<file path="src/hw/rtl/bcht_pkg.sv">
// shared types and constants of the byte change highlight tracker
// depends on nothing; every other file of the block but bcht_ram imports it
package bcht_pkg;

  localparam int unsigned ENTRIES = 256;
  localparam int unsigned IDX_W   = (ENTRIES > 1) ? $clog2(ENTRIES) : 1;
  localparam int unsigned PADDR_W = 4;

  localparam logic [7:0]  FADE_RESET = 8'h30;
  localparam logic [15:0] REST_RESET = 16'h60;

  // register indexes on the apb port (byte address 4*i)
  localparam logic [1:0] REG_FADE_FRAMES = 2'd0;
  localparam logic [1:0] REG_REST_FRAMES = 2'd1;
  localparam logic [1:0] REG_KEEP_MARKS  = 2'd2;

  localparam logic ITEM_SAMPLE = 1'b0;
  localparam logic ITEM_LOAD   = 1'b1;

  localparam logic [3:0] SHADE_UNTOUCHED_NZ = 4'd0;
  localparam logic [3:0] SHADE_UNTOUCHED_Z  = 4'd1;
  localparam logic [3:0] SHADE_MARK_BASE    = 4'd2;

  typedef enum logic [1:0] {
    KIND_INC1 = 2'd0,
    KIND_INCN = 2'd1,
    KIND_DEC1 = 2'd2,
    KIND_DECN = 2'd3
  } kind_e;

  typedef enum logic {
    ST_IDLE,
    ST_UPDATE
  } state_e;

  typedef struct packed {
    logic [7:0]  fade_frames;
    logic [15:0] rest_frames;
    logic        keep_marks;
  } cfg_t;

  typedef struct packed {
    logic       kind;
    logic [7:0] entry_index;
    logic [7:0] new_value;
  } in_t;

  typedef struct packed {
    logic [7:0] entry_out;
    logic [7:0] value_out;
    logic [3:0] shade;
  } out_t;

  typedef struct packed {
    logic [7:0]  stored_byte;
    logic        untouched;
    kind_e       change_kind;
    logic [7:0]  fade_count;
    logic [15:0] rest_count;
  } entry_t;

  localparam int unsigned ENTRY_W = $bits(entry_t);

  function automatic logic [3:0] shade_of(entry_t e);
    logic [3:0] s;
    if (e.untouched) begin
      s = (e.stored_byte != 8'd0) ? SHADE_UNTOUCHED_NZ : SHADE_UNTOUCHED_Z;
    end else begin
      s = SHADE_MARK_BASE + {1'b0, e.change_kind, (e.fade_count == 8'd0)};
    end
    return s;
  endfunction

endpackage

</file>
<file path="src/hw/rtl/bcht_regs.sv">
// apb configuration registers: fade length, rest length, keep marks
// depends on bcht_pkg
module bcht_regs (
  input  logic                          clk_i,
  input  logic                          rst_ni,
  input  logic                          psel,
  input  logic                          penable,
  input  logic                          pwrite,
  input  logic [bcht_pkg::PADDR_W-1:0]  paddr,
  input  logic [31:0]                   pwdata,
  output logic [31:0]                   prdata,
  output logic                          pready,
  output bcht_pkg::cfg_t                cfg_o
);
  import bcht_pkg::*;

  cfg_t       cfg_q, cfg_d;
  logic       wr_en;
  logic [1:0] reg_idx;

  assign pready  = 1'b1;
  assign wr_en   = psel && penable && pwrite && pready;
  assign reg_idx = paddr[3:2];

  always_comb begin
    cfg_d = cfg_q;
    if (wr_en) begin
      case (reg_idx)
        REG_FADE_FRAMES: cfg_d.fade_frames = pwdata[7:0];
        REG_REST_FRAMES: cfg_d.rest_frames = pwdata[15:0];
        REG_KEEP_MARKS:  cfg_d.keep_marks  = pwdata[0];
        default: ;
      endcase
    end
  end

  always_ff @(posedge clk_i or negedge rst_ni) begin
    if (!rst_ni) begin
      cfg_q.fade_frames <= FADE_RESET;
      cfg_q.rest_frames <= REST_RESET;
      cfg_q.keep_marks  <= 1'b0;
    end else begin
      cfg_q <= cfg_d;
    end
  end

  always_comb begin
    case (reg_idx)
      REG_FADE_FRAMES: prdata = {24'd0, cfg_q.fade_frames};
      REG_REST_FRAMES: prdata = {16'd0, cfg_q.rest_frames};
      REG_KEEP_MARKS:  prdata = {31'd0, cfg_q.keep_marks};
      default:         prdata = 32'd0;
    endcase
  end

  assign cfg_o = cfg_q;

endmodule

</file>
<file path="config.mk">
export PLATFORM = sky130hd
export DESIGN_NAME = bcht_regs
export DESIGN_NICKNAME = d
export VERILOG_FILES = /design/src/hw/rtl/bcht_pkg.sv /design/src/hw/rtl/bcht_regs.sv
export SDC_FILE = /design/constraint.sdc
export NUM_CORES = 1
export LEC_CHECK = 0
export BUFFER_PORTS_ARGS = -buffer_cell sky130_fd_sc_hd__buf_4
export CAP_MARGIN = 20
export CORE_ASPECT_RATIO = 0.7
export CORE_MARGIN = 5
export CORE_UTILIZATION = 39
export CTS_CLUSTER_SIZE = 8
export DETAILED_ROUTE_END_ITERATION = 16
export HOLD_SLACK_MARGIN = 0.03
export PLACE_DENSITY = 0.83
export SLEW_MARGIN = 20
export SYNTH_ARGS = -nofsm -noshare
export SYNTH_HDL_FRONTEND = slang
export SYNTH_SLANG_ARGS = --single-unit
</file>
<file path="constraint.sdc">
create_clock -name clk_i -period 1.14 [get_ports clk_i]
set_input_delay 0.228 -clock clk_i [delete_from_list [all_inputs] [get_ports clk_i]]
set_output_delay 0.228 -clock clk_i [all_outputs]
set_load 0.05 [all_outputs]
</file>
# Yosys cells after proc, flatten, opt, wreduce, memory -nomap -nowiden
# Index checks and enable logic that the tools add are counted.
[totals]
reg_bits = 25
in_bits = 41
out_inout_bits = 58
[classes]
eq_ne = 2
n_mux = 1
n_reduce_logical = 6
[ops]
columns = ["cell", "count"]
rows = [
  ["case mux 16 bit (3 select lines)", 1],
  ["AND reduction 2 bit", 3],
  ["== test 2 x 1 -> 1 bit (second input constant)", 1],
  ["== test 2 bit (second input constant)", 1],
  ["logical AND 1 bit", 2],
  ["logical NOT 2 bit", 1],
]

# Logic depth before layout (Yosys ltp)
[logic_depth]
word_depth = 3
mapped_depth = 4
depth_no_buf = 3

# Worst setup path before layout
# No wires, ideal clock.
[synth_timing]
path_kind = "register -> output"
startpoint = "register cfg_q, in the netlist cfg_o[1]"
endpoint = "output port prdata[0]"
arrival_ns = 1.859
t_required_ns = 0.912
slack_ns = -0.947
stages_incl_launch_ff = 3
path_buffers = 0
path_cell_list = "dfrtp_1 mux2i_1 o21ai_0"
[synth_between]
elab_chain_len = 1
[synth_lines]
columns = ["item", "line", "text"]
rows = [
  ["from (decl)", "bcht_regs.sv:17", "cfg_t cfg_q, cfg_d;"],
  ["from (signal assigned)", "bcht_regs.sv:43", "cfg_q <= cfg_d;"],
  ["case mux 16 bit (3 select lines)", "bcht_regs.sv:48", "case (reg_idx)"],
  ["to (decl)", "bcht_regs.sv:11", "output logic [31:0] prdata,"],
]
# Every way passes these cells.

# Worst setup path in the final report
[layout_timing]
startpoint = "register cfg_q, in the netlist cfg_o[7]"
endpoint = "output port prdata[6]"
# The elaborated chain is that of the path after synthesis.

==> flow_metrics.tcl <==
set metrics [dict create \
    final_antenna_net_count 0 \
    syn_to_final_growth_pct 98.7 \
    route.layer.met1.wl_um 1540 \
    power.switching_fraction_pct 43.8 \
    crit_type "flop to primary output" \
    synth.top_cells.by_area "sky130_fd_sc_hd__dfrtp_1 (41%), sky130_fd_sc_hd__mux2_2 (22%), sky130_fd_sc_hd__buf_4 (9.9%)" \
    vias_in_the_first_global_route 1177 \
    post-route-worst-setup-slack_ns -0.241 \
    globalRouteOverflowTotal 0 \
    post_synth_fa_ha_maj_area_fraction_pct 0 \
    hold_viol_final 0 \
    synth_top_cell_area_share_pct 40.7 \
    clock_tree.htree_level_count 1 \
    post-place-cells 212 \
    io_pins 99 \
    share_seq_of_total_power_pct 28.5 \
    p_total_mw 4.85 \
    fillerInstances 176 \
    initial_antenna_violation_count 0 \
    synth_top_family_by_area "multiplexers" \
    pwr-share-clk_pct 10.8 \
    routedWlPerCell_um 17.0 \
    global_route_wire_length_before_repair_um 5890 \
    die-area_mm2 0.00458 \
    setup_repair_after_global_routing_missed_its_margin "yes" \
    seq_area_frac_synth_pct 48.8 \
    synth_largest_area_cell "sky130_fd_sc_hd__dfrtp_1" \
    final_total_negative_setup_slack_ns -3.26 \
    synth-xor-area-share_pct 0 \
    final_layout_size_suffix_gt1_share_pct 88.2 \
    drt_pre_antenna_iters 3 \
    route.met3.wl_um 343 \
    groute.usage.overall_pct 16.8 \
    synth.cell_area_mm2 0.00129 \
    synthesized_area_per_cell_um2 12.7 \
    synth_flop_cell "sky130_fd_sc_hd__dfrtp_1" \
    initial_drc_count 12 \
    worst_ir_drop_vdd_mv 1.27 \
    routed-via-count 1093 \
    start_util_pct 40.8 \
    compound_cell_area_share_of_the_yosys_netlist_pct 0.387 \
    worstSetupEndpointType "primary output" \
    port_buffers 63 \
    fin_worst_skew_ns 0 \
    cell_internal_pwr_mw 2.73 \
    clkTransAtPathRegs_ns 0.09 \
    yosys.area_share.simple_pct 10.6 \
    wl_met2_um 2030 \
    seqCellArea_um2 653 \
    multiInputGateArea_um2 798 \
    failing_checks "negative setup slack" \
    cp_data_arrival_time_ns 1.15 \
    ctsRootBufferMaster "sky130_fd_sc_hd__clkbuf_8" \
    post-route-drc-count 0 \
    finalNonFillerCells 233 \
    detailed_place_hpwl_um 2630 \
    die_height_um 58.2 \
    yosysUniqueCellTypes 18 \
    run_status "complete, but fails checks" \
    p_leak_nw 1.18 \
    post-place-ws_ns -0.250 \
    tritoncts "built" \
    placeableCoreArea_mm2 0.00317 \
    total_switching_power_mw 2.12 \
    synth.area.mux_share_pct 28.0 \
    fp-row-count 17 \
    ys_async_sr_fraction_pct 100 \
    synth_cells 102 \
    timing.final.crit_share_pct 121 \
    layout.nets 237 \
    gp_routability_congestion 0.763 \
    finalCriticalPeriod_ns 1.38 \
    crit_path_max_fanout 2 \
    worst_hold_path_type "primary input to flop" \
    drt_wl_total_um 3950 \
    ys_ff_latch 25 \
    synth_edf_count 0 \
    largest_reg_flops 25 \
    highest-signal-layer "met4" \
    timing.final.max_slew_violations 0 \
    num_antenna_cells 0 \
    vias_per_cell 4.69 \
    power.combinational.fraction_pct 60.7 \
    hold_slack_ns 0.192 \
    power.density_mw_per_mm2 1890 \
    tritoncts.num_buffers 3 \
    critPathLaunchType "flop" \
    cts.sink_count 25 \
    worstSkewPairLatency_ns 0.27 \
    yosys_warnings 0 \
    cp_data_required_time_ns 0.91 \
    buffer_levels_on_the_longest_clock_path 2 \
    final_setup_vio_count 29 \
    drv.max_cap_violation_count 0 \
    die_x_um 78.8 \
    grt_max_degree 26 \
    fmax_mhz 724 \
]
==> worst max-delay path, cell delays in order, from the launching register on <==
cell and delay [ns]:
sky130_fd_sc_hd__dfstp_2 0.55, sky130_fd_sc_hd__mux2i_2 0.08, sky130_fd_sc_hd__nor2_4 0.11, sky130_fd_sc_hd__buf_8 0.15
==> path summary, 6_finish.rpt <==
check | from | endpoint | slack [ns] | depth (start not counted)
worst max-delay path | cfg_o[7] | prdata[6] | -0.24 | 3
worst min-delay path | pwdata[13] | cfg_o[14] | 0.19 | 2
worst max register to register | cfg_o[2] | cfg_o[2] | 0.08 | 3
worst min register to register | cfg_o[12] | cfg_o[12] | 0.54 | 1
max in group asynchronous | rst_ni | cfg_o[22] | 0.44 | 2
min in group asynchronous | rst_ni | cfg_o[14] | 0.41 | 2
==> power groups by stage <==
stage | registers [mW] | logic, mW | clock network [mW]
global placement | 1.33 | 2.24 | 0
floorplan | 2.07 | 0.900 | 0
finish | 1.38 | 2.94 | 0.524
global route | 1.41 | 3.04 | 0.583
detailed placement | 1.34 | 2.26 | 0
CTS | 1.32 | 2.67 | 0.541
==> logic make-up after synthesis <==
group	Yosys count
compound gates	1
buf+inv	20
flops	25
mux	33
other cells	2
simple gates	21
==> timing repair <==
| item | 4_1_cts | 5_1_grt |
|---|---|---|
| resized for setup | 47 | 36 |
| setup buffers | 11 | 5 |
| hold buffers | 1 | 0 |
| pin swaps | 6 | 1 |
| setup endpoints to repair | 21 | 39 |
| endpoints found under the hold margin | 21 | 0 |
==> final cells by class <==
cell class	count	area share [%]
repair buffers	94	39.8
flip-flops and latches	25	25.4
clock buffers	3	1.61
multi-input cells	72	31.1
clock inverters	1	0.195
well taps	38	1.85
==> placed cells by master, fill, tap and decap left out, drive strengths merged <==
master / n
nor3b: 2
conb: 17
nor3: 1
clkinv: 1
dlygate4sd3: 1
nand3: 1
mux2: 25
dfrtp: 21
and2: 8
nand3b: 1
dfstp: 4
nor2: 7
clkbuf: 3
nor2b: 1
mux2i: 8
buf: 93
o21ai: 1
==> stage by stage <==
step / area, um2 / utilization, %
after global placement: 2050 / 64.8
after detailed placement: 2050 / 64.8
final: 2570 / 81.1
after global routing: 2570 / 81.1
after floorplan: 1570 / -
after CTS: 2370 / 74.9
==> layer usage <==
metal / global-route usage [%] / vias to the layer above
li1: - / 497
met1: 19.9 / 542
met2: 29.0 / 50
met3: 6.37 / 4
met4: 3.99 / 0
met5: 0 / -
==> cells in the mapped netlist, drive strengths merged, types with 2 or more instances <==
cell,n
mux2,25
nor3b,2
conb,2
buf,19
and2,8
mux2i,8
dfrtp,21
nor2,7
dfstp,4
No activity file was read; power rests on OpenSTA's default activity.
