`src/hw/rtl/bcht_pkg.sv`:
```
// shared types and constants of the byte change highlight tracker
// depends on nothing; every other file of the block but bcht_ram imports it
package bcht_pkg;

  localparam int unsigned ENTRIES = 256;
  localparam int unsigned IDX_W   = (ENTRIES > 1) ? $clog2(ENTRIES) : 1;
  localparam int unsigned PADDR_W = 4;

  localparam logic [7:0]  FADE_RESET = 8'h30;
  localparam logic [15:0] REST_RESET = 16'h60;

  // register indexes on the apb port (byte address 4*i)
  localparam logic [1:0] REG_FADE_FRAMES = 2'd0;
  localparam logic [1:0] REG_REST_FRAMES = 2'd1;
  localparam logic [1:0] REG_KEEP_MARKS  = 2'd2;

  localparam logic ITEM_SAMPLE = 1'b0;
  localparam logic ITEM_LOAD   = 1'b1;

  localparam logic [3:0] SHADE_UNTOUCHED_NZ = 4'd0;
  localparam logic [3:0] SHADE_UNTOUCHED_Z  = 4'd1;
  localparam logic [3:0] SHADE_MARK_BASE    = 4'd2;

  typedef enum logic [1:0] {
    KIND_INC1 = 2'd0,
    KIND_INCN = 2'd1,
    KIND_DEC1 = 2'd2,
    KIND_DECN = 2'd3
  } kind_e;

  typedef enum logic {
    ST_IDLE,
    ST_UPDATE
  } state_e;

  typedef struct packed {
    logic [7:0]  fade_frames;
    logic [15:0] rest_frames;
    logic        keep_marks;
  } cfg_t;

  typedef struct packed {
    logic       kind;
    logic [7:0] entry_index;
    logic [7:0] new_value;
  } in_t;

  typedef struct packed {
    logic [7:0] entry_out;
    logic [7:0] value_out;
    logic [3:0] shade;
  } out_t;

  typedef struct packed {
    logic [7:0]  stored_byte;
    logic        untouched;
    kind_e       change_kind;
    logic [7:0]  fade_count;
    logic [15:0] rest_count;
  } entry_t;

  localparam int unsigned ENTRY_W = $bits(entry_t);

  function automatic logic [3:0] shade_of(entry_t e);
    logic [3:0] s;
    if (e.untouched) begin
      s = (e.stored_byte != 8'd0) ? SHADE_UNTOUCHED_NZ : SHADE_UNTOUCHED_Z;
    end else begin
      s = SHADE_MARK_BASE + {1'b0, e.change_kind, (e.fade_count == 8'd0)};
    end
    return s;
  endfunction

endpackage

```
`src/hw/rtl/bcht_update.sv`:
```
// per-entry modify step: decay, compare, reload, and the display shade
// depends on bcht_pkg
module bcht_update (
  input  bcht_pkg::cfg_t   cfg_i,
  input  bcht_pkg::in_t    item_i,
  input  logic             in_range_i,
  input  bcht_pkg::entry_t entry_i,
  output logic             wr_en_o,
  output bcht_pkg::entry_t entry_o,
  output bcht_pkg::out_t   result_o
);
  import bcht_pkg::*;

  entry_t     nxt;
  logic [7:0] old_b;
  logic [7:0] nv;
  logic [7:0] diff_up;
  logic [7:0] diff_dn;

  assign old_b   = entry_i.stored_byte;
  assign nv      = item_i.new_value;
  assign diff_up = nv - old_b;
  assign diff_dn = old_b - nv;

  always_comb begin
    nxt = entry_i;
    if (item_i.kind == ITEM_LOAD) begin
      nxt.untouched   = 1'b1;
      nxt.change_kind = KIND_DEC1;
      nxt.fade_count  = cfg_i.fade_frames;
      nxt.rest_count  = cfg_i.rest_frames;
    end else begin
      // decays first
      if (!entry_i.untouched && entry_i.fade_count != 8'd0) begin
        nxt.fade_count = entry_i.fade_count - 8'd1;
      end
      if (entry_i.rest_count == 16'd0) begin
        nxt.untouched = 1'b1;
      end
      if (!nxt.untouched && entry_i.rest_count != 16'd0 && !cfg_i.keep_marks) begin
        nxt.rest_count = entry_i.rest_count - 16'd1;
      end
      if (nv != old_b) begin
        nxt.untouched = 1'b0;
        if (nv > old_b) begin
          nxt.change_kind = (diff_up == 8'd1) ? KIND_INC1 : KIND_INCN;
        end else begin
          nxt.change_kind = (diff_dn == 8'd1) ? KIND_DEC1 : KIND_DECN;
        end
        nxt.fade_count = cfg_i.fade_frames;
        nxt.rest_count = cfg_i.rest_frames;
      end
    end
    nxt.stored_byte = nv;
  end

  assign wr_en_o = in_range_i;
  assign entry_o = nxt;

  always_comb begin
    result_o.entry_out = item_i.entry_index;
    result_o.value_out = nv;
    if (in_range_i) begin
      result_o.shade = shade_of(nxt);
    end else begin
      result_o.shade = (nv != 8'd0) ? SHADE_UNTOUCHED_NZ : SHADE_UNTOUCHED_Z;
    end
  end

endmodule

```
`config.mk`:
```
export PLATFORM = sky130hd
export DESIGN_NAME = bcht_update
export DESIGN_NICKNAME = d
export VERILOG_FILES = /design/src/hw/rtl/bcht_pkg.sv /design/src/hw/rtl/bcht_update.sv
export SDC_FILE = /design/constraint.sdc
export NUM_CORES = 1
export LEC_CHECK = 0
export ABC_AREA = 1
export BUFFER_PORTS_ARGS = -buffer_cell sky130_fd_sc_hd__buf_4
export CORE_MARGIN = 5
export CORE_UTILIZATION = 46
export DETAILED_ROUTE_END_ITERATION = 6
export PLACE_DENSITY = 0.83
export SKIP_LAST_GASP = 1
export SYNTH_ARGS = -nofsm -noshare
export SYNTH_HDL_FRONTEND = slang
export SYNTH_SLANG_ARGS = --single-unit
export TNS_END_PERCENT = 20
```
`constraint.sdc`:
```
create_clock -name vclk -period 2.11
set_input_delay 0.1055 -clock vclk [all_inputs]
set_output_delay 0.1055 -clock vclk [all_outputs]
set_load 0.02 [all_outputs]
```
# [Word-level counts from Yosys, hierarchy flattened]
# Index checks and enable logic that the tools add are counted.
[word_totals] regBits=0 input_bits=78 output_inout_bits=56 word_cells=32
[op_classes] n_addsub=5 magnitude_cmp=1 n_eq_ne=3 n_mux=12 n_reduce_logical=11
[op_table] operator="27-bit 2-to-1 mux" n=2
[op_table] operator="8-bit by 1-bit equality test with 1-bit output, second input constant" n=2
[op_table] operator="16-bit logical NOT" n=1
[op_table] operator="16-bit 2-to-1 mux" n=1
[op_table] operator="16-bit nonzero test" n=1
[op_table] operator="8-bit nonzero test" n=2
[op_table] operator="16-bit by 1-bit subtractor with 16-bit output, second input constant" n=1
[op_table] operator="8-bit subtractor" n=2
[op_table] operator="8-bit greater-than comparator" n=1
[op_table] operator="8-bit logical NOT" n=1
[op_table] operator="4-bit 2-to-1 mux" n=2
[op_table] operator="8-bit 2-to-1 mux" n=1
[op_table] operator="8-bit != test" n=1
[op_table] operator="8-bit by 1-bit subtractor with 8-bit output, second input constant" n=1
[op_table] operator="1-bit 2-to-1 mux" n=5
[op_table] operator="2-bit by 3-bit adder with 4-bit output, first input constant" n=1
[op_table] operator="1-bit logical AND" n=3
[op_table] operator="1-bit logical NOT" n=3
[op_table] operator="2-bit 2-to-1 mux" n=1

# [Depth between registers and ports, before layout]
[logic_depth] depth_word=13 depth_mapped=18 ltp_nobuf=17

# [Worst setup path after synthesis]
# Ideal clock, no wire load.
[synth_timing] kind="input to output" startpoint="input port item_i[0] (netlist bit)" endpoint="output port result_o[2] (netlist bit)" t_arrival_ps=2188 setup_slack_ps=-184 path_stages=16 path_cell_list="inv_1 > ha_1 > fa_1 > inv_1 > nand3_1 > nand2_1 > nand2_1 > nand2_1 > nand2_1 > a21oi_1 > nand3_1 > nand3_1 > nand2_1 > ha_1 > inv_1 > nor2_1"
[synth_lines] element="from (decl)" line="bcht_update.sv:5" rtl="input bcht_pkg::in_t item_i,"
[synth_lines] element="to (decl)" line="bcht_update.sv:10" rtl="output bcht_pkg::out_t result_o"

==> flow_metrics.py <==
metrics = {
    "outcome": {
        "status": "complete, but fails checks",
        "violations": "setup timing",
    },
    "cells_and_area": {
        "multi_input_area_um2": 1785,
        "syn_to_final_growth_pct": 48.60,
        "drive_gt1_share_pct": 34.24,
        "n_clock_buffer": 0,
        "n_fill_cell": 438,
        "layout.nets": 649,
        "num_antenna_cells": 0,
        "seqCellArea_um2": 0,
        "final_area_um2": 3317,
        "seq_cells": 0,
    },
    "timing": {
        "tightest_slew_ns": 0.4366,
        "hold_viol": 0,
        "tns_ns": -0.07574,
        "rsz0062_at_grt": "yes",
        "fmax_mhz": 458.3,
        "slew_headroom_pct": 70.79,
        "setup_ws_ns": -0.07174,
        "period_share_pct": 103.4,
        "setup_viol": 2,
        "drv_slew": 0,
        "period_needed_ns": 2.182,
    },
    "grt": {
        "use_met3_pct": 3.837,
        "use_met1_pct": 25.74,
        "grt_overflow": 0,
        "antenna_found_initial": 0,
        "grt_usage_pct": 22.09,
        "grt_start_max_net_pins": 24,
        "grt_pass1_vias": 2861,
        "grt-busiest-layer": "met2",
        "grt_pass1_wl_um": 11920,
        "gr-usage-met2_pct": 41.82,
    },
    "drt": {
        "routed_wl_um": 7270,
        "wl_per_cell_um": 11.80,
        "vias": 2986,
        "post_drt_via_cell_ratio": 4.847,
        "dr.first_iter.drc_count": 147,
        "dr.pass1.iters": 4,
        "drtAntennaViolNets": 0,
        "drc": 0,
    },
    "worst_setup_path": {
        "cp_cell_sequence": "buf_6 -> inv_1 -> ha_2 -> fa_2 -> inv_1 -> nand3_1 -> nand2_2 -> nand2_1 -> nand2_1 -> nand2_1 -> a21oi_2 -> nand3_1 -> nand3_2 -> nand2_4 -> ha_4 -> inv_2 -> nor2_4 -> buf_6",
        "worst_path_most_repeated_cell": "nand2_1",
        "crit_fanout": 3,
        "critical_path_class": "input pin to primary output",
        "worstPathRequired_ns": 2.00,
        "cpPeakStageDelay_ns": 0.34,
        "worst_path_max_delay_cell": "fa_2",
        "start_kind": "input pin",
        "endpoint_kind": "primary output",
        "cp.arrival_ns": 2.08,
    },
    "synthesis": {
        "ys_seq_area_share_pct": 0,
        "syn-instance-count": 432,
        "syn_area_um2": 2232,
        "yosysTopAreaCell": "nand2_1",
        "yosys.area.top_type_share_pct": 23.04,
        "synth_nets": 530,
        "synth.top_cells.by_area": "nand2_1, inv_1, ha_1, buf_4, nand3_1",
        "ys_types": 29,
        "ys_warn_count": 0,
        "synth_area_per_cell_um2": 5.167,
    },
    "worst_hold_path": {
        "hold_class": "input pin to primary output",
    },
    "floorplan": {
        "core_um2": 4723,
        "fp.dieH_um": 79.66,
        "core.rowCount": 25,
        "die_w_um": 79.66,
        "initial_utilization_pct": 47.26,
        "ios": 134,
        "die_area_um2": 6346,
    },
    "run": {
        "cap_violations": 0,
    },
    "clocking": {
        "holdBufCountCts": 0,
    },
    "power_and_ir_drop": {
        "ir_drop_mv": 0.1191,
        "p_per_area_nw_per_um2": 212.7,
        "p_leak_nw": 1.929,
        "power_mw": 0.7054,
    },
    "place": {
        "place_congestion": 0.8904,
        "portBuffers": 118,
        "placed_cell_area_um2": 3189,
        "dpl.hpwl_um": 6293,
    },
}
[power by group]
| group | total [mW] | switching (mW) | internal [mW] |
|---|---|---|---|
| clock network | 0 | 0 | 0 |
| logic | 0.705 | 0.376 | 0.329 |
| registers | 0 | 0 | 0 |
[routing by layer]
layer / share of wire (%) / vias to the layer above
met3: 9.0 / 20
li1: - / 1544
met2: 49 / 118
met1: 40 / 1304
met4: 1.9 / 0
met5: 0 / -
[cells by family (layout without fill, tap and decap cells)]
group	Yosys count	count (layout)	synth area share, %
simple gates	247	247	47.70
buf+inv	112	229	24.38
compound gates	35	35	8.913
fa+ha+maj	20	20	11.88
xor+xnor	17	17	6.670
mux	1	1	0.4484
[area by class of cell]
class,count,area share (%)
timing repair buffer,150,34.63
tap,67,2.527
multi-input combinational,320,53.83
inverter,79,9.015
[Yosys cell counts]
library cell	count
nand2_1	137
inv_1	76
nor2_1	48
nand3_1	36
buf_4	28
ha_1	18
o21ai_0	14
a21oi_1	13
xor2_1	12
o211ai_1	6
or2_2	5
xnor2_1	5
nand2_2	4
nand4_1	4
nor3_1	4
buf_2	3
nand3b_1	3
buf_6	2
fa_1	2
inv_2	2
nor2_4	2
clkinv_1	1
mux2i_1	1
nand2_4	1
nor2_2	1
nor2_8	1
nor4_1	1
o21a_1	1
o21bai_2	1
[repair_timing]
item,CTS,global route
gates resized for setup,19,11
pin swaps,12,7
setup endpoints to repair,10,16
buffers inserted,2,1
[cell usage in the layout (no fill, tap or decap)]
cell,count
nand3b_1,3
mux2i_1,1
xor2_1,12
or2_2,5
inv_1,73
a21oi_2,2
nand2_2,6
ha_1,13
nor2_4,4
o211ai_1,6
nor2_2,3
nand2_4,2
o21bai_2,1
ha_2,2
xnor2_1,5
o21a_1,1
nand3_2,2
buf_8,1
nor2_1,44
buf_4,145
ha_4,3
nor3_1,4
clkinv_1,1
fa_2,2
inv_4,1
inv_2,4
o21ai_0,14
nor4_1,1
nand4_1,4
nor2_8,1
buf_6,4
nand2_1,134
nand3_1,34
a21oi_1,11
[stage by stage]
step	hold slack [ns]	setup WS [ns]	std cells	utilization, %
3_5_place_dp	0.2111	-0.2762	614	67.52
3_3_place_gp	0.2111	-0.1956	614	67.52
6_report	0.2110	-0.07174	616	70.23
4_1_cts	0.2111	-0.1452	616	69.27
5_1_grt	0.2110	-0.2130	616	70.23
2_1_floorplan	0.3236	0.002815	432	-
[worst max-delay path, delay by kind of cell]
kind,cells,cell delay [ns]
buffers and inverters,5,0.34
AND/OR/NAND/NOR,9,0.72
AO/OA/AOI/OAI,1,0.12
adder cells (fa/ha/maj),3,0.79
[worst paths after layout]
| check | from | end | cells past startpoint |
|---|---|---|---|
| worst max-delay path | item_i[0] | result_o[2] | 18 |
| worst min-delay path | item_i[9] | result_o[13] | 0 |
Note: power is estimated with default switching activity, not from simulation.
